`src/sv/dtep_pkg.sv`:
```
// Package with constants, types and helper functions of the direction to pixel unit.
`timescale 1ns / 1ps
package dtep_pkg;
    localparam int MAX_WIDTH_DEF     = 8192;
    localparam int COMP_BITS_DEF     = 16;
    localparam int CORDIC_STAGES_DEF = 16;
    localparam int CW                = 50;
    localparam int AW                = 24;
    localparam int MW                = 17;
    localparam logic [13:0] WIDTH_RESET = 14'd4096;
    localparam logic [15:0] DEG90  = 16'd11520;
    localparam logic [15:0] DEG180 = 16'd23040;
    localparam logic [15:0] DEG360 = 16'd46080;
    localparam logic [AW-1:0] ANG_MAX = AW'(2949120);
    localparam logic [1:0] ADDR_WIDTH = 2'd0;

    typedef struct packed {
        logic              zero;
        logic              xneg;
        logic              zneg;
        logic              yneg;
        logic              ypos;
        logic [14:0]       width;
    } side_t;

    function automatic logic [AW-1:0] atan_entry(input int i);
        logic [AW-1:0] tab [32];
        tab = '{AW'(1474560), AW'(870484), AW'(459940), AW'(233473), AW'(117189),
                AW'(58653), AW'(29333), AW'(14667), AW'(7334), AW'(3667), AW'(1833),
                AW'(917), AW'(458), AW'(229), AW'(115), AW'(57), AW'(29), AW'(14),
                AW'(7), AW'(4), AW'(2), AW'(1), '0, '0, '0, '0, '0, '0, '0, '0, '0, '0};
        return tab[i];
    endfunction

    function automatic logic [15:0] round_angle(input logic signed [AW:0] a);
        logic [AW-1:0] c;
        logic [AW-1:0] t;
        c = a[AW] ? '0 : (a[AW-1:0] > ANG_MAX ? ANG_MAX : a[AW-1:0]);
        t = (c + AW'(128)) >> 8;
        return (t > AW'(DEG90)) ? DEG90 : t[15:0];
    endfunction
endpackage

```
`src/sv/dtep_cordic_cell.sv`:
```
// One vectoring rotation cell of the CORDIC chain.
`timescale 1ns / 1ps
module dtep_cordic_cell
    import dtep_pkg::*;
#(
    parameter int STAGE = 0
) (
    input  logic                 clk,
    input  logic                 rst_n,
    input  logic                 en,
    input  logic signed [CW-1:0] xa_in,
    input  logic signed [CW-1:0] yb_in,
    input  logic signed [AW:0]   ang_in,
    output logic signed [CW-1:0] xa_out,
    output logic signed [CW-1:0] yb_out,
    output logic signed [AW:0]   ang_out
);
    logic signed [CW-1:0] xa_next, yb_next, xa_reg, yb_reg;
    logic signed [AW:0] ang_next, ang_reg, step;

    always_comb
    begin
        step = $signed({1'b0, atan_entry(STAGE)});
        if (yb_in > 0)
        begin
            xa_next  = xa_in + (yb_in >>> STAGE);
            yb_next  = yb_in - (xa_in >>> STAGE);
            ang_next = ang_in + step;
        end
        else
        begin
            xa_next  = xa_in - (yb_in >>> STAGE);
            yb_next  = yb_in + (xa_in >>> STAGE);
            ang_next = ang_in - step;
        end
    end

    always_ff @(posedge clk or negedge rst_n)
    begin
        if (!rst_n)
        begin
            xa_reg  <= '0;
            yb_reg  <= '0;
            ang_reg <= '0;
        end
        else if (en)
        begin
            xa_reg  <= xa_next;
            yb_reg  <= yb_next;
            ang_reg <= ang_next;
        end
    end

    assign xa_out  = xa_reg;
    assign yb_out  = yb_reg;
    assign ang_out = ang_reg;
endmodule

```
`config.mk`:
```
export PLATFORM = sky130hd
export DESIGN_NAME = dtep_cordic_cell
export DESIGN_NICKNAME = d
export VERILOG_FILES = /design/src/sv/dtep_pkg.sv /design/src/sv/dtep_cordic_cell.sv
export SDC_FILE = /design/constraint.sdc
export NUM_CORES = 1
export LEC_CHECK = 0
export BUFFER_PORTS_ARGS = -buffer_cell sky130_fd_sc_hd__buf_2
export CAP_MARGIN = 0
export CORE_ASPECT_RATIO = 0.5
export CORE_MARGIN = 2
export CORE_UTILIZATION = 39
export DETAILED_ROUTE_END_ITERATION = 8
export PLACE_DENSITY = 0.7
export SYNTH_ARGS = -nofsm -noshare
export SYNTH_HDL_FRONTEND = slang
export SYNTH_SLANG_ARGS = --single-unit
```
`constraint.sdc`:
```
create_clock -name clk -period 0.8 [get_ports clk]
set_input_delay 0.16 -clock clk [delete_from_list [all_inputs] [get_ports clk]]
set_output_delay 0.16 -clock clk [all_outputs]
set_load 0.02 [all_outputs]
```
* Word level (Yosys, flattened, before mapping)
Cells that the tools add are included.
** Word-level totals
- Output and inout port bits :: 125
- Register bits after elaboration :: 125
- Logic and storage cells :: 12
** Operators by class
- Mux-type cells :: 3
- Order comparisons :: 1
- Add/subtract/negate cells :: 5
** Operators with widths (number)
- 50-bit two-way mux :: 2
- 50-bit subtractor :: 2
- 50-bit adder :: 1
- 50-bit by 1-bit > comparator with 1-bit output, second input constant :: 1
- 25-bit by 22-bit adder with 25-bit output, second input constant :: 1
- 25-bit two-way mux :: 1
- 25-bit by 22-bit subtractor with 25-bit output, second input constant :: 1

* Depth between registers and ports, before layout
- Depth in word-level cells :: 2
- Depth in mapped cells :: 18
- Depth with buffers taken out :: 15

* Worst setup path before layout
OpenSTA, ideal clock, no wires.
- Path kind :: input port to flip-flop
- Start point :: input yb_in[31]
- End point :: register ang_reg[24] (netlist: ang_out[24])
- Library setup time :: 125 ps
- Cell stages on the path :: 18
- Buffers on the path :: 3
- Path slack :: -2965 ps
- Data arrival time :: 3640 ps
- Path through :: nor4_1 -> nand4_1 -> nor4_1 -> or2_2 -> clkbuf_1 -> clkbuf_1 -> clkbuf_1 -> ha_1 -> a21o_1 -> a21oi_1 -> o21bai_1 -> a21oi_1 -> o21bai_1 -> a21oi_1 -> nor2_1 -> a211oi_1 -> xnor2_1 -> mux2_2
** Between the ends
- Cells in the longest elaborated chain, start to end :: 2
** RTL lines
- start, declared :: RTL line dtep_cordic_cell.sv:12 : input logic signed [CW-1:0] yb_in,
- 50-bit by 1-bit > comparator with 1-bit output :: RTL line dtep_cordic_cell.sv:24 : if (yb_in > 0)
- 25-bit two-way mux :: RTL line dtep_cordic_cell.sv:24
- end signal, assigned :: RTL line dtep_cordic_cell.sv:50 : ang_reg <= ang_next;
- end, declared :: RTL line dtep_cordic_cell.sv:19 : logic signed [AW:0] ang_next, ang_reg, step;
Every way passes these cells.
A chain may end at the register's enable or synchronous reset.

* Worst setup path in the final report
- Start point :: input yb_in[18]
- End point :: register ang_reg[23] (netlist: ang_out[23])
Same word-level chain as after synthesis.

==> results.json <==
{
  "postLayoutCellArea_mm2": 0.0274,
  "hold_path.class": "in -> async",
  "routabilityCongestion": 1.01,
  "detail-route-antenna-nets": 0,
  "synth_area_mm2": 0.0141,
  "drc_errors": 0,
  "synth_cell_types": 93,
  "via_per_inst": 6.12,
  "cp.required_ns": 1.16,
  "core_area_mm2": 0.0358,
  "finalHoldViolCount": 0,
  "clk-insertion-delay-late_ns": 0.46,
  "ir_worst_vdd_mv": 1.39,
  "synth_top_family_by_area": "compound AO/OA/AOI/OAI gates",
  "die_w_um": 273,
  "clockRootBuffer": "clkbuf_16",
  "synth_fa_ha_area_share_pct": 14.3,
  "synth_compound_area_share_pct": 29.1,
  "clkSlewWorstSetupHoldPaths_ns": 0.07,
  "ys_seq_area_share_pct": 22.0,
  "area.growth.synth_to_final_pct": 94.2,
  "finalWorstSetupSlack_ns": -2.14,
  "cts.sinks": 124,
  "violations": "setup timing",
  "clock_path_buffers": 2,
  "grt_use_total_pct": 37.8,
  "setup_viol": 238,
  "synth_mux_area_share_pct": 4.76,
  "drv_cap": 0,
  "syn_avg_cell_area_um2": 7.73,
  "htree_levels": 4,
  "async_reset_ff_share_pct": 100,
  "synthFlopType": "dfrtp_1",
  "crit_path_max_fanout": 4,
  "firstDrtPassIters": 7,
  "yosys_warnings": 0,
  "cts_tree": "built",
  "mostFrequentLayoutCells": "buf_4, buf_6, a21oi_1",
  "post-route-min-period_ns": 2.94,
  "numCtsBuffers": 17,
  "yosysTopAreaCell": "dfrtp_1",
  "achievable-frequency_ghz": 0.340,
  "synth_xor_area_share_pct": 5.71,
  "ys_ff_latch": 124,
  "nets": 3128,
  "synth_top_area_share_pct": 22.0,
  "wl_mm": 81.7,
  "die_y_um": 138,
  "arrival_ns": 3.30,
  "tightestPinTransition_ns": 0.609,
  "grt_max_degree": 46,
  "worst_clock_skew_ns": 0,
  "synth_edf_count": 0,
  "drtIter0Drc": 2773,
  "dp_hpwl_mm": 50.9,
  "layout_commonest_cell": "buf_4",
  "relSlewSlack_pct": 59.4,
  "p_per_area_mw_per_mm2": 1590,
  "status": "complete, but fails checks",
  "synth_area_leaders": "dfrtp_1, ha_1, a21oi_1",
  "die-area_mm2": 0.0378,
  "num_io_pins": 253,
  "post-route-period-util_pct": 367,
  "slew_viol_final": 0,
  "drive_gt1_share_pct": 54.9,
  "portBuffers": 252,
  "p_leak_uw": 0.0129,
  "syn_inst": 1825,
  "routedWlPerCell_um": 24.5,
  "crit_type": "in -> reg",
  "vias": 20400,
  "cp-end-kind": "flop",
  "synthSimpleGateAreaFrac_pct": 17.1,
  "fp-row-count": 49,
  "first_global_vias": 19300,
  "dpl-instance-area_mm2": 0.0215,
  "grt_pass1_wl_mm": 111,
  "syn_nets": 2112,
  "pre_cts_ws_ns": -2.83,
  "worst_hold_slack_ns": 0.0880,
  "antenna_found_initial": 3,
  "rsz0062_at_grt": "true",
  "critPathLaunchType": "primary input",
  "grt_overflow": 0,
  "start_util_pct": 39.4
}
## layout make-up
type | instances | area, µm²
clock inverter | 15 | 236
antenna | 2 | 5.00
clock buffer | 17 | 425
fill | 2196 | 8400
tap | 484 | 606
multi-input combinational | 1449 | 12700
timing repair buffer | 1097 | 9700
inverter | 152 | 641
sequential | 124 | 3100
## layer usage
| metal | GRT usage (%) | up-vias | routed length [µm] |
|---|---|---|---|
| met5 | 0 | - | 0 |
| met4 | 17.0 | 0 | 5680 |
| met3 | 10.2 | 550 | 11000 |
| met2 | 59.9 | 1609 | 35000 |
| met1 | 48.1 | 9725 | 30000 |
| li1 | - | 8549 | - |
## cells by family after synthesis
logic type | Yosys count
AOI/OAI and AO/OA | 635
and+or+nand+nor | 502
buffers and inverters | 252
adders and majority gates | 159
DFF | 124
xor gates and xnor gates | 92
muxes | 61
## synth_stat cells (14+ instances only)
library cell	count
dfrtp_1	124
nor4_1	20
buf_1	14
nand2_1	113
clkbuf_1	66
ha_1	155
nand3_1	37
mux2i_1	15
mux2_2	45
o21ai_0	115
xnor2_1	80
o211ai_1	25
a211oi_1	15
buf_2	14
nor3_1	24
a31oi_1	16
o21a_1	18
o21bai_1	31
nand4_1	21
nor2b_1	22
a21o_1	39
a21oi_1	244
nor2_1	188
inv_1	151
## path summary, 6_finish.rpt
path                                   startpoint                       to  slack [ns]  cells past startpoint
max                                     yb_in[18]  ang_out[23]$_DFFE_PN0P_       -2.14                     19
min                                         rst_n   yb_out[19]$_DFFE_PN0P_        0.09                      2
max reg2reg                xa_out[46]$_DFFE_PN0P_   xa_out[46]$_DFFE_PN0P_       -0.31                      3
min reg2reg                xa_out[15]$_DFFE_PN0P_   xa_out[15]$_DFFE_PN0P_        0.53                      1
max in group asynchronous                   rst_n   xa_out[38]$_DFFE_PN0P_        0.16                      3
min in group clk                               en   yb_out[37]$_DFFE_PN0P_        0.14                      4
## registers in the layout (all words and copies together) (netlist names)
signal / count
ang_out: 25
xa_out: 50
yb_out: 49
## where the power goes
part           switching, µW  leakage [µW]  internal, µW  total, µW
Clock                   3680      0.000319          5590       9270
Sequential              1180       0.00143          7570       8740
Combinational          12900        0.0111         12800      25700
Total                  17700        0.0129         25900      43700
## per-stage QoR
stage,util [%],std cells,total power (µW),TNS (ns)
4_1_cts,73.3,3299,40900,-213.03
3_3_place_gp,60.1,3116,26300,-249.77
3_5_place_dp,60.1,3116,26500,-254.60
2_1_floorplan,-,1825,17900,-163.29
6_report,76.5,3340,43700,-237.14
5_1_grt,76.5,3338,44900,-243.63
## repair_timing
action,4_1_cts,5_1_grt
pin swaps,212,120
endpoints found under the setup margin,232,238
hold buffers,17,0
setup buffers,145,39
gates resized for setup,692,156
gates cloned,9,15
endpoints found under the hold margin,140,0
## critical path: stages
cell and delay [ns]:
buf_2 0.11, buf_4 0.17, nor4_2 0.36, buf_4 0.19, nand4_1 0.14, nor4_4 0.20, or2_4 0.24, buf_4 0.16
inv_8 0.05, fa_2 0.39, inv_2 0.07, a21oi_2 0.06, o21bai_2 0.14, a21oi_1 0.09, o21bai_1 0.18, a21o_1 0.16
a21oi_2 0.06, xnor2_1 0.12, mux2_2 0.25
Power figures use the tool's default switching activity.
