### config.mk
export PLATFORM = sky130hd
export DESIGN_NAME = dtep_sqrt_cell
export DESIGN_NICKNAME = d
export VERILOG_FILES = /design/src/sv/dtep_pkg.sv /design/src/sv/dtep_sqrt_cell.sv
export SDC_FILE = /design/constraint.sdc
export NUM_CORES = 1
export LEC_CHECK = 0
export ABC_AREA = 1
export BUFFER_PORTS_ARGS = -buffer_cell sky130_fd_sc_hd__clkbuf_2
export CORE_MARGIN = 1.5
export CORE_UTILIZATION = 40
export DETAILED_ROUTE_END_ITERATION = 6
export PLACE_DENSITY = 0.62
export SLEW_MARGIN = 20
export SYNTH_ARGS = -nofsm -noshare
export SYNTH_HDL_FRONTEND = slang
export SYNTH_SLANG_ARGS = --single-unit
### constraint.sdc
create_clock -name clk -period 0.8 [get_ports clk]
set_input_delay 0.08 -clock clk [delete_from_list [all_inputs] [get_ports clk]]
set_output_delay 0.08 -clock clk [all_outputs]
set_load 0.005 [all_outputs]
### src/sv/dtep_pkg.sv
// Package with constants, types and helper functions of the direction to pixel unit.
`timescale 1ns / 1ps
package dtep_pkg;
    localparam int MAX_WIDTH_DEF     = 8192;
    localparam int COMP_BITS_DEF     = 16;
    localparam int CORDIC_STAGES_DEF = 16;
    localparam int CW                = 50;
    localparam int AW                = 24;
    localparam int MW                = 17;
    localparam logic [13:0] WIDTH_RESET = 14'd4096;
    localparam logic [15:0] DEG90  = 16'd11520;
    localparam logic [15:0] DEG180 = 16'd23040;
    localparam logic [15:0] DEG360 = 16'd46080;
    localparam logic [AW-1:0] ANG_MAX = AW'(2949120);
    localparam logic [1:0] ADDR_WIDTH = 2'd0;

    typedef struct packed {
        logic              zero;
        logic              xneg;
        logic              zneg;
        logic              yneg;
        logic              ypos;
        logic [14:0]       width;
    } side_t;

    function automatic logic [AW-1:0] atan_entry(input int i);
        logic [AW-1:0] tab [32];
        tab = '{AW'(1474560), AW'(870484), AW'(459940), AW'(233473), AW'(117189),
                AW'(58653), AW'(29333), AW'(14667), AW'(7334), AW'(3667), AW'(1833),
                AW'(917), AW'(458), AW'(229), AW'(115), AW'(57), AW'(29), AW'(14),
                AW'(7), AW'(4), AW'(2), AW'(1), '0, '0, '0, '0, '0, '0, '0, '0, '0, '0};
        return tab[i];
    endfunction

    function automatic logic [15:0] round_angle(input logic signed [AW:0] a);
        logic [AW-1:0] c;
        logic [AW-1:0] t;
        c = a[AW] ? '0 : (a[AW-1:0] > ANG_MAX ? ANG_MAX : a[AW-1:0]);
        t = (c + AW'(128)) >> 8;
        return (t > AW'(DEG90)) ? DEG90 : t[15:0];
    endfunction
endpackage

### src/sv/dtep_sqrt_cell.sv
// One digit cell of the pipelined square root of x*x + z*z.
`timescale 1ns / 1ps
module dtep_sqrt_cell
    import dtep_pkg::*;
#(
    parameter int LEVEL = 0
) (
    input  logic        clk,
    input  logic        rst_n,
    input  logic        en,
    input  logic [33:0] rem_in,
    input  logic [33:0] root_in,
    output logic [33:0] rem_out,
    output logic [33:0] root_out
);
    localparam logic [33:0] BIT = 34'd1 << (2 * LEVEL);
    logic [33:0] trial;
    logic [33:0] rem_next;
    logic [33:0] root_next;
    logic [33:0] rem_reg;
    logic [33:0] root_reg;

    always_comb
    begin
        trial = root_in + BIT;
        if (rem_in >= trial)
        begin
            rem_next  = rem_in - trial;
            root_next = (root_in >> 1) + BIT;
        end
        else
        begin
            rem_next  = rem_in;
            root_next = root_in >> 1;
        end
    end

    always_ff @(posedge clk or negedge rst_n)
    begin
        if (!rst_n)
        begin
            rem_reg  <= '0;
            root_reg <= '0;
        end
        else if (en)
        begin
            rem_reg  <= rem_next;
            root_reg <= root_next;
        end
    end

    assign rem_out  = rem_reg;
    assign root_out = root_reg;
endmodule

Word-level counts from Yosys, hierarchy flattened
Cells that the tools add are included.
- bits in registers: 68
- word-level logic and storage cells: 8
- input port bits: 71
- output and inout bits: 68
- $add $sub $neg: 3
- order comparisons: 1
- muxes and demuxes: 2
- operators with widths (cell ; count):
    34-bit 2-to-1 mux ; 2
    33-bit by 1-bit adder with 34-bit output (second input constant) ; 1
    34-bit by 1-bit adder with 34-bit output (second input constant) ; 1
    34-bit >= comparator ; 1
    34-bit subtractor ; 1

Logic depth before layout (Yosys ltp)
Gate-level depths: netlist (run 1).
- depth in word-level cells: 3
- gate-level depth with buffers: 25
- depth with buffers taken out: 24

Worst setup path after synthesis (run 1)
No wires, ideal clock.
- path kind: input port to flip-flop
- start: input root_in[1]
- end: register root_reg[0], in the netlist root_out[0]
- setup slack: -2011 ps
- stages on the path: 19
- path buffers: 2
- arrival time: 2694 ps
- library setup time: 117 ps
- required time: 683 ps
- cells stage by stage: ha_1 -> nand3_1 -> nor2_2 -> nand3_2 -> nor2_1 -> nand2_1 -> xor2_1 -> o21ai_0 -> ha_1 -> a21oi_1 -> o21ai_0 -> a21oi_1 -> nand2_1 -> nor2_4 -> buf_6 -> buf_2 -> nand3b_1 -> nand3_1 -> nand2_1
- cells in the longest elaborated chain, start to end: 3
- elaborated cells on any way between the ends: 4
- those cells by class: 2 x add/sub; 1 x order compare; 1 x mux
- ends and longest elaborated chain (item ; line ; text):
    start, declared ; dtep_sqrt_cell.sv:12 ; input logic [33:0] root_in,
    34-bit by 1-bit adder with 34-bit output ; dtep_sqrt_cell.sv:25 ; trial = root_in + BIT;
    34-bit >= comparator ; dtep_sqrt_cell.sv:26 ; if (rem_in >= trial)
    34-bit 2-to-1 mux * ; dtep_sqrt_cell.sv:26 ;
    end signal, assigned ; dtep_sqrt_cell.sv:48 ; root_reg <= root_next;
    end, declared ; dtep_sqrt_cell.sv:21 ; logic [33:0] root_reg;
Every way passes the cells marked *; elsewhere a longest branch is shown, timed or not.
A chain may end at the register's enable or synchronous reset.

Final worst setup path (run 1)
- start: input root_in[7]
- end: register root_reg[31], in the netlist root_out[31]
Same word-level chain as after synthesis.

==> results by group, run 1 <==
Synth
  – Post-synth top cells: nand2_1, inv_1, nand3_1
  – Synth Warn #: 0
  – Syn_nets: 1373
  – Cells after synthesis: 1265
  – Most frequent cell after synthesis: nand2_1
  – Async SR Flop Fraction: 100%
  – Synth cell types: 36
  – Main flop type after synthesis: dfrtp_1
  – Synth top area cells: nand2_1, dfrtp_1, inv_1
  – Synth top area share: 28.7%
  – Synth Cell Area: 7480 um^2
  – Avg Inst Size Synth: 5.91 um^2
  – Number of flops mapped to enable cells by yosys: 0
  – Biggest area consumer among synthesized cells: nand2_1
  – Sequential area share after synthesis: 22.8%
  – Post-synthesis register bit count: 68

Timing
  – Worst slew margin: 67.2%
  – Final min period: 2.70 ns
  – Final Setup Violations: 136
  – Worst slew pin tran: 0.488 ns
  – RSZ-0062 raised after global routing: true
  – Fmax: 370 MHz
  – Smallest setup slack after layout: -1.90 ns
  – Clk_skew: 0 ns
  – Slew Limit Fails: 0
  – Hold Vio Cnt, Final: 0
  – Final Cycle Share: 338%

Drt
  – Via/cell ratio: 4.98
  – Met3 WL: 2.56 mm
  – Wl on met1: 14.8 mm
  – DR pass1 iterations: 7
  – Metal2 WL: 13.8 mm
  – Top routing layer in use: met4
  – Via Count: 9814
  – Post-route antenna net violation count: 0
  – Starting DRT DRC Count: 923
  – DRC errors left: 12
  – Routed length per instance: 16.5 um
  – Drt total wl: 32.5 mm

Hold path
  – Hold-critical path endpoint: root_out[18]
  – Worst hold path cell count: 5
  – Hold path startpoint: root_in[19]
  – Hold/Removal Path Class: primary input to register

Global routing
  – First-pass GRT wire length: 48.7 mm
  – Initial antenna violation count: 0
  – Total gr overflow: 0
  – Vias in the first global route: 9049
  – Tot GR Track Use: 32.3%
  – Largest net degree at the start of global routing: 41

Die
  – Core box area: 18100 um^2
  – Row count: 49
  – Starting Density: 41.2%
  – Number of placed I/O pins: 139
  – Die area: 19500 um^2
  – Die height: 140 um
  – Die X: 140 um

Layout
  – Cell area after layout: 12400 um^2
  – Share of layout cells above drive strength 1: 40.3%
  – Finished Core Util: 68.5%
  – Filler instances: 1612
  – Synth-to-layout area growth: 66.2%
  – Final net count: 1845
  – Ant. Diodes: 0

Worst setup path
  – Critical Path End Type: register
  – CP Data Required Time: 1.04 ns
  – Startpoint Class: primary input
  – Worst reg-to-reg setup slack: -0.04 ns
  – Crit Path Category: primary input to register
  – Crit Path Max Fanout: 6
  – Worst Path Arrival: 2.94 ns
  – Worst R2R Start: rem_out[13]
  – Worst flop-to-flop path endpoint: rem_out[13]
  – R2R depth: 4

Placed design
  – HPWL after DPL: 24.6 mm
  – Final GP Congestion: 1.02
  – DP Area: 10600 um^2
  – I/O Buffers: 138

Power and ir drop
  – Int Power: 0.0103 W
  – Tot Pwr: 0.0165 W
  – Max VDD drop: 1.28 mV
  – Pleak: 6.89 nW
  – Power Density: 1330 nW/um^2
  – Gate power share: 48.5%
  – Seq pwr share: 26.3%
  – Sw frac: 37.5%
  – NetSw: 0.00619 W
  – Clock share of power: 25.1%

Clocking
  – Total CTS buffers: 9
  – Longest Clk Path Bufs: 2
  – CTS tree: done
  – Clock sink count: 68
  – CTS root buf: clkbuf_16
  – Worst-skew pair later-pin latency: 0.35 ns
  – Deepest level of the CTS H-tree: 3
  – Clk slew on worst S/H paths: 0.06 ns

Status
  – Status: complete, but fails checks
  – Failing checks: DRC, setup timing

Job
  – MaxCap Viol Count: 0
## critical path: stages
cell      delay, ns
clkbuf_2       0.14
nand2_1        0.13
nor2_2         0.16
nand2_2        0.12
nor3_2         0.13
buf_4          0.17
nand2_1        0.10
xor2_2         0.29
ha_4           0.26
nand2_2        0.14
nor2_2         0.06
nand2_1        0.09
nor2_2         0.05
nand4_1        0.06
nand2_1        0.09
nor2_4         0.24
nand2_8        0.14
buf_6          0.15
buf_6          0.10
nand2_2        0.06
nand2_1        0.05
nand2_1        0.06
nand2_1        0.05
## what timing repair did
action                                 4_1_cts  5_1_grt
hold buffers                                 1        0
endpoints found under the hold margin       68        0
setup buffers                               54       21
pin swaps                                   74       54
gates resized for setup                    123       78
gates cloned                                 1        2
setup endpoints to repair                  136      136
## flip-flops by register name (all words and copies together) (netlist names)
name      flops
root_out     34
rem_out      34
## worst max-delay path by stage
stage	depth (start not counted)	to	from	slack, ns
global route	24	root_out[31]	root_in[22]	-2.05
global placement	19	root_out[2]	root_in[12]	-2.37
floorplan	23	rem_out[22]	root_in[0]	-1.74
CTS	22	root_out[2]	root_in[2]	-1.78
finish	23	root_out[31]	root_in[7]	-1.90
detailed placement	21	root_out[2]	root_in[18]	-2.37
## cell families (layout without fill, tap and decap cells)
kind of cell	count (synthesis)	after routing	synth area share, %
flip-flops	68	68	22.8
buffers and inverters	195	671	10.8
AO/OA/AOI/OAI	41	41	2.88
AND/OR/NAND/NOR	845	845	48.0
adder cells (fa/ha/maj)	37	37	6.29
XOR/XNOR	79	79	9.25
## power groups by stage
stage | registers [W] | clock network [W] | logic, W
global route | 0.00440 | 0.00435 | 0.00875
CTS | 0.00433 | 0.00421 | 0.00742
floorplan | 0.00440 | 0 | 0.00341
global placement | 0.00438 | 0 | 0.00660
detailed placement | 0.00439 | 0 | 0.00665
finish | 0.00434 | 0.00415 | 0.00801
## cell type report
cell class	instances	area, um^2	area share, %
Tap cell	229	287	2.30
Clock inverter	4	50.0	0.403
Sequential cell	68	1700	13.7
Multi-Input combinational cell	1002	5880	47.3
Timing Repair Buffer	502	3690	29.7
Inverter	154	582	4.68
Clock buffer	11	243	1.95
## per-stage QoR
step / hold slack, ns / setup slack [ns] / std cells / TNS (ns)
finish: 0.0647 / -1.90 / 1970 / -132.34
detailed placement: -0.0268 / -2.37 / 1877 / -157.16
floorplan: -0.216 / -1.74 / 1265 / -115.55
global route: 0.0838 / -2.05 / 1970 / -144.26
global placement: -0.0316 / -2.37 / 1877 / -156.42
CTS: 0.0648 / -1.78 / 1948 / -125.85
## routing by layer
| layer | global-route usage, % | up-vias |
|---|---|---|
| met3 | 4.99 | 74 |
| met2 | 48.9 | 436 |
| li1 | - | 4853 |
| met5 | 0 | - |
| met4 | 12.5 | 0 |
| met1 | 46.0 | 4451 |
## layout by cell type (no fill, tap or decap), drive strengths merged, types with 2 or more instances in the layout
cell	synthesis	routed
inv	153	152
xor2	45	45
nand2	574	574
nand4	8	8
nand3	110	110
xnor2	34	34
buf	23	368
clkinv	1	2
ha	36	36
nor4	2	2
dfrtp	68	68
nand3b	43	43
clkbuf	18	144
a21oi	28	28
clkinvlp	0	3
nor3	26	26
nor2	80	80
o21ai	9	9
Note: power is estimated with default switching activity, not from simulation.
==> run 2: changes to the inputs <==
--- a/config.mk
+++ b/config.mk
@@ -5,13 +5,13 @@
 export SDC_FILE = /design/constraint.sdc
 export NUM_CORES = 1
 export LEC_CHECK = 0
-export ABC_AREA = 1
 export BUFFER_PORTS_ARGS = -buffer_cell sky130_fd_sc_hd__clkbuf_2
-export CORE_MARGIN = 1.5
+export CORE_MARGIN = 3
 export CORE_UTILIZATION = 40
 export DETAILED_ROUTE_END_ITERATION = 6
-export PLACE_DENSITY = 0.62
+export PLACE_DENSITY = 0.63
 export SLEW_MARGIN = 20
 export SYNTH_ARGS = -nofsm -noshare
 export SYNTH_HDL_FRONTEND = slang
 export SYNTH_SLANG_ARGS = --single-unit
+export TNS_END_PERCENT = 10
==> run 2 against run 1 <==
The flow finishes with violations (setup timing). Register-to-register slack worse by 0.10 ns. Fmax is 22% lower. Clock skew stayed put. Highest routed layer unchanged. Largest cell class unchanged. Design area is 21% lower. Critical endpoint is now root_out[5]. Global-route usage is 6.2 points lower. Wire length is 31% lower. Synthesized cell count is 39% lower.
==> results by group, run 2 <==
Synth
  – Syn_nets: 882 (was 1373)
  – Synth top area share: 28.6% (was 28.7%)
  – Synth top area cells: dfrtp_1, ha_1, xnor2_1 (was nand2_1, dfrtp_1, inv_1)
  – Post-synthesis register bit count: 68 (unchanged)
  – Avg Inst Size Synth: 7.69 um^2 (was 5.91 um^2)
  – Cells after synthesis: 774 (was 1265)
  – Async SR Flop Fraction: 100% (unchanged)
  – Sequential area share after synthesis: 28.6% (was 22.8%)
  – Post-synth top cells: nand2_1, nor2_1, a21oi_1 (was nand2_1, inv_1, nand3_1)
  – Biggest area consumer among synthesized cells: dfrtp_1 (was nand2_1)
  – Main flop type after synthesis: dfrtp_1 (unchanged)
  – Synth Cell Area: 5950 um^2 (was 7480 um^2)
  – Synth cell types: 58 (was 36)
  – Most frequent cell after synthesis: nand2_1 (unchanged)
  – Synth Warn #: 0 (unchanged)
  – Number of flops mapped to enable cells by yosys: 0 (unchanged)

Die
  – Starting Density: 41.9% (was 41.2%)
  – Number of placed I/O pins: 139 (unchanged)
  – Row count: 43 (was 49)
  – Die area: 16400 um^2 (was 19500 um^2)
  – Core box area: 14200 um^2 (was 18100 um^2)
  – Die X: 128 um (was 140 um)
  – Die height: 128 um (was 140 um)

Worst setup path
  – CP Data Required Time: 1.03 ns (was 1.04 ns)
  – Worst reg-to-reg setup slack: -0.14 ns (was -0.04 ns)
  – Critical Path End Type: register (unchanged)
  – Crit Path Max Fanout: 6 (unchanged)
  – Worst Path Arrival: 3.71 ns (was 2.94 ns)
  – Startpoint Class: primary input (unchanged)
  – Crit Path Category: primary input to register (unchanged)

Timing
  – Clk_skew: 0 ns (unchanged)
  – Slew Limit Fails: 0 (unchanged)
  – Fmax: 288 MHz (was 370 MHz)
  – RSZ-0062 raised after global routing: true (unchanged)
  – Final min period: 3.48 ns (was 2.70 ns)
  – Worst slew margin: 60.6% (was 67.2%)
  – Final Setup Violations: 136 (unchanged)
  – Smallest setup slack after layout: -2.68 ns (was -1.90 ns)
  – Worst slew pin tran: 0.585 ns (was 0.488 ns)
  – Hold Vio Cnt, Final: 0 (unchanged)
  – Final Cycle Share: 435% (was 338%)
  – Min Hold Slack: 0.00225 ns (was 0.0647 ns)

Drt
  – Via/cell ratio: 5.40 (was 4.98)
  – Drt total wl: 22.4 mm (was 32.5 mm)
  – Via Count: 7191 (was 9814)
  – DR pass1 iterations: 7 (unchanged)
  – DRC errors left: 0 (was 12)
  – Starting DRT DRC Count: 597 (was 923)
  – Post-route antenna net violation count: 0 (unchanged)
  – Routed length per instance: 16.8 um (was 16.5 um)

Clocking
  – Deepest level of the CTS H-tree: 3 (unchanged)
  – Worst-skew pair later-pin latency: 0.35 ns (about the same)
  – Total CTS buffers: 9 (unchanged)
  – CTS root buf: clkbuf_16 (unchanged)
  – Clk slew on worst S/H paths: 0.06 ns (about the same)
  – CTS tree: done (unchanged)
  – Clock sink count: 68 (unchanged)
  – Longest Clk Path Bufs: 2 (unchanged)

Layout
  – Most frequent cells in the layout: buf_4, clkbuf_2, nand2_1 (was nand2_1, buf_4, inv_1)
  – Cell Count, Final, Fillers Out: 1331 (was 1970)
  – Share of layout cells above drive strength 1: 44.5% (was 40.3%)
  – Synth-to-layout area growth: 64.8% (was 66.2%)
  – Final net count: 1254 (was 1845)
  – Most common cell after layout, fill and taps aside: buf_4 (was nand2_1)
  – Cell area after layout: 9810 um^2 (was 12400 um^2)

Placed design
  – DP Area: 8550 um^2 (was 10600 um^2)
  – I/O Buffers: 138 (unchanged)
  – Final GP Congestion: 1.02 (about the same)
  – Pre-CTS WS: -3.21 ns (was -2.37 ns)
  – Dpl cells: 1270 (was 1877)
  – HPWL after DPL: 16.5 mm (was 24.6 mm)

Job
  – MaxCap Viol Count: 0 (unchanged)

Global routing
  – Total gr overflow: 0 (unchanged)
  – Vias in the first global route: 6678 (was 9049)
  – Tot GR Track Use: 26.1% (was 32.3%)
  – First-pass GRT wire length: 34.2 mm (was 48.7 mm)
  – Initial antenna violation count: 1 (was 0)
  – Largest net degree at the start of global routing: 36 (was 41)

Status
  – Failing checks: setup timing (was DRC, setup timing)
  – Status: complete, but fails checks (unchanged)

Hold path
  – Hold/Removal Path Class: primary input to register (unchanged)

Power and ir drop
  – Power Density: 1470 nW/um^2 (was 1330 nW/um^2)
  – Pleak: 4.52 nW (was 6.89 nW)
  – Max VDD drop: 1.11 mV (was 1.28 mV)
run 2: cell types whose count changed after synthesis, moves of 13 or more:
cell,change
a31oi_1,+32
clkbuf_1,+16
inv_1,-134
o21ai_0,+18
a21oi_1,+46
nand3_1,-69
nor2_1,+23
a21o_1,+14
nand2_1,-466
nand4_1,+14
nand3b_1,-42
and3_1,+13
run 2: per-stage QoR:
step           total power, W  TNS (ns)  utilization, %
2_1_floorplan         0.00675   -181.73               -
3_3_place_gp          0.00918   -204.38            60.2
3_5_place_dp          0.00924   -208.72            60.2
4_1_cts                0.0139   -181.19            65.0
5_1_grt                0.0152   -195.75            69.1
6_report               0.0144   -180.44            69.1
run 2: critical path, stage by stage:
cell       delay (ns)
buf_8            0.08
ha_4             0.12
and3_4           0.21
and3_4           0.20
nand2_2          0.08
nor2_4           0.13
nand3_4          0.10
buf_4            0.15
buf_4            0.12
nor2_1           0.10
xnor2_1          0.13
ha_2             0.43
nand3_4          0.11
nor2_4           0.13
nand4_1          0.16
a21oi_2          0.22
a2111oi_4        0.06
buf_4            0.15
o31a_4           0.14
buf_12           0.15
or3_1            0.37
xor2_1           0.19
a21oi_1          0.09
run 2: report_power, final:
part           total [W]  switching, W  leakage (nW)  internal [W]
Combinational    0.00594       0.00293          3.60       0.00301
Clock            0.00428       0.00157         0.148       0.00270
Sequential       0.00416      0.000260         0.770       0.00390
run 2: layout make-up:
type	count	area, um^2
fill	1116	4390
clock inverter	5	77.6
clock buffer	10	229
sequential	68	1700
timing repair buffer	405	2970
tap	180	225
antenna	1	2.50
inverter	15	56.3
multi-input combinational	647	4550
run 2: what timing repair did:
| action | 4_1_cts | 5_1_grt |
|---|---|---|
| buffers inserted | 17 | 21 |
| endpoints found under the setup margin | 136 | 136 |
| endpoints found under the hold margin | 72 | 0 |
| pin swaps | 49 | 65 |
| hold buffers | 5 | 0 |
| gates cloned | 2 | 1 |
| resized for setup | 34 | 82 |
run 2: per-layer routing:
metal,global-route usage [%],up-vias,share of wire (%)
met4,6.12,0,2.0
li1,-,3486,-
met2,41.7,281,47
met5,0,-,0
met1,37.2,3388,45
met3,4.13,36,6.0
run 2: final timing paths:
kind,from,end,cells past startpoint
min,rem_in[9],rem_out[9],3
max in group asynchronous,rst_n,root_out[28],3
max reg2reg,rem_out[30],rem_out[30],2
max,root_in[1],root_out[5],23
min in group asynchronous,rst_n,root_out[4],2
min reg2reg,root_out[0],root_out[0],1
run 2: logic make-up after synthesis:
family / after synthesis / share of synthesized area [%]
xor gates and xnor gates: 87 / 12.8
muxes: 3 / 0.546
DFF: 68 / 28.6
AOI/OAI and AO/OA: 184 / 19.2
buffers and inverters: 61 / 4.35
adders and majority gates: 37 / 7.90
and+or+nand+nor: 334 / 26.6
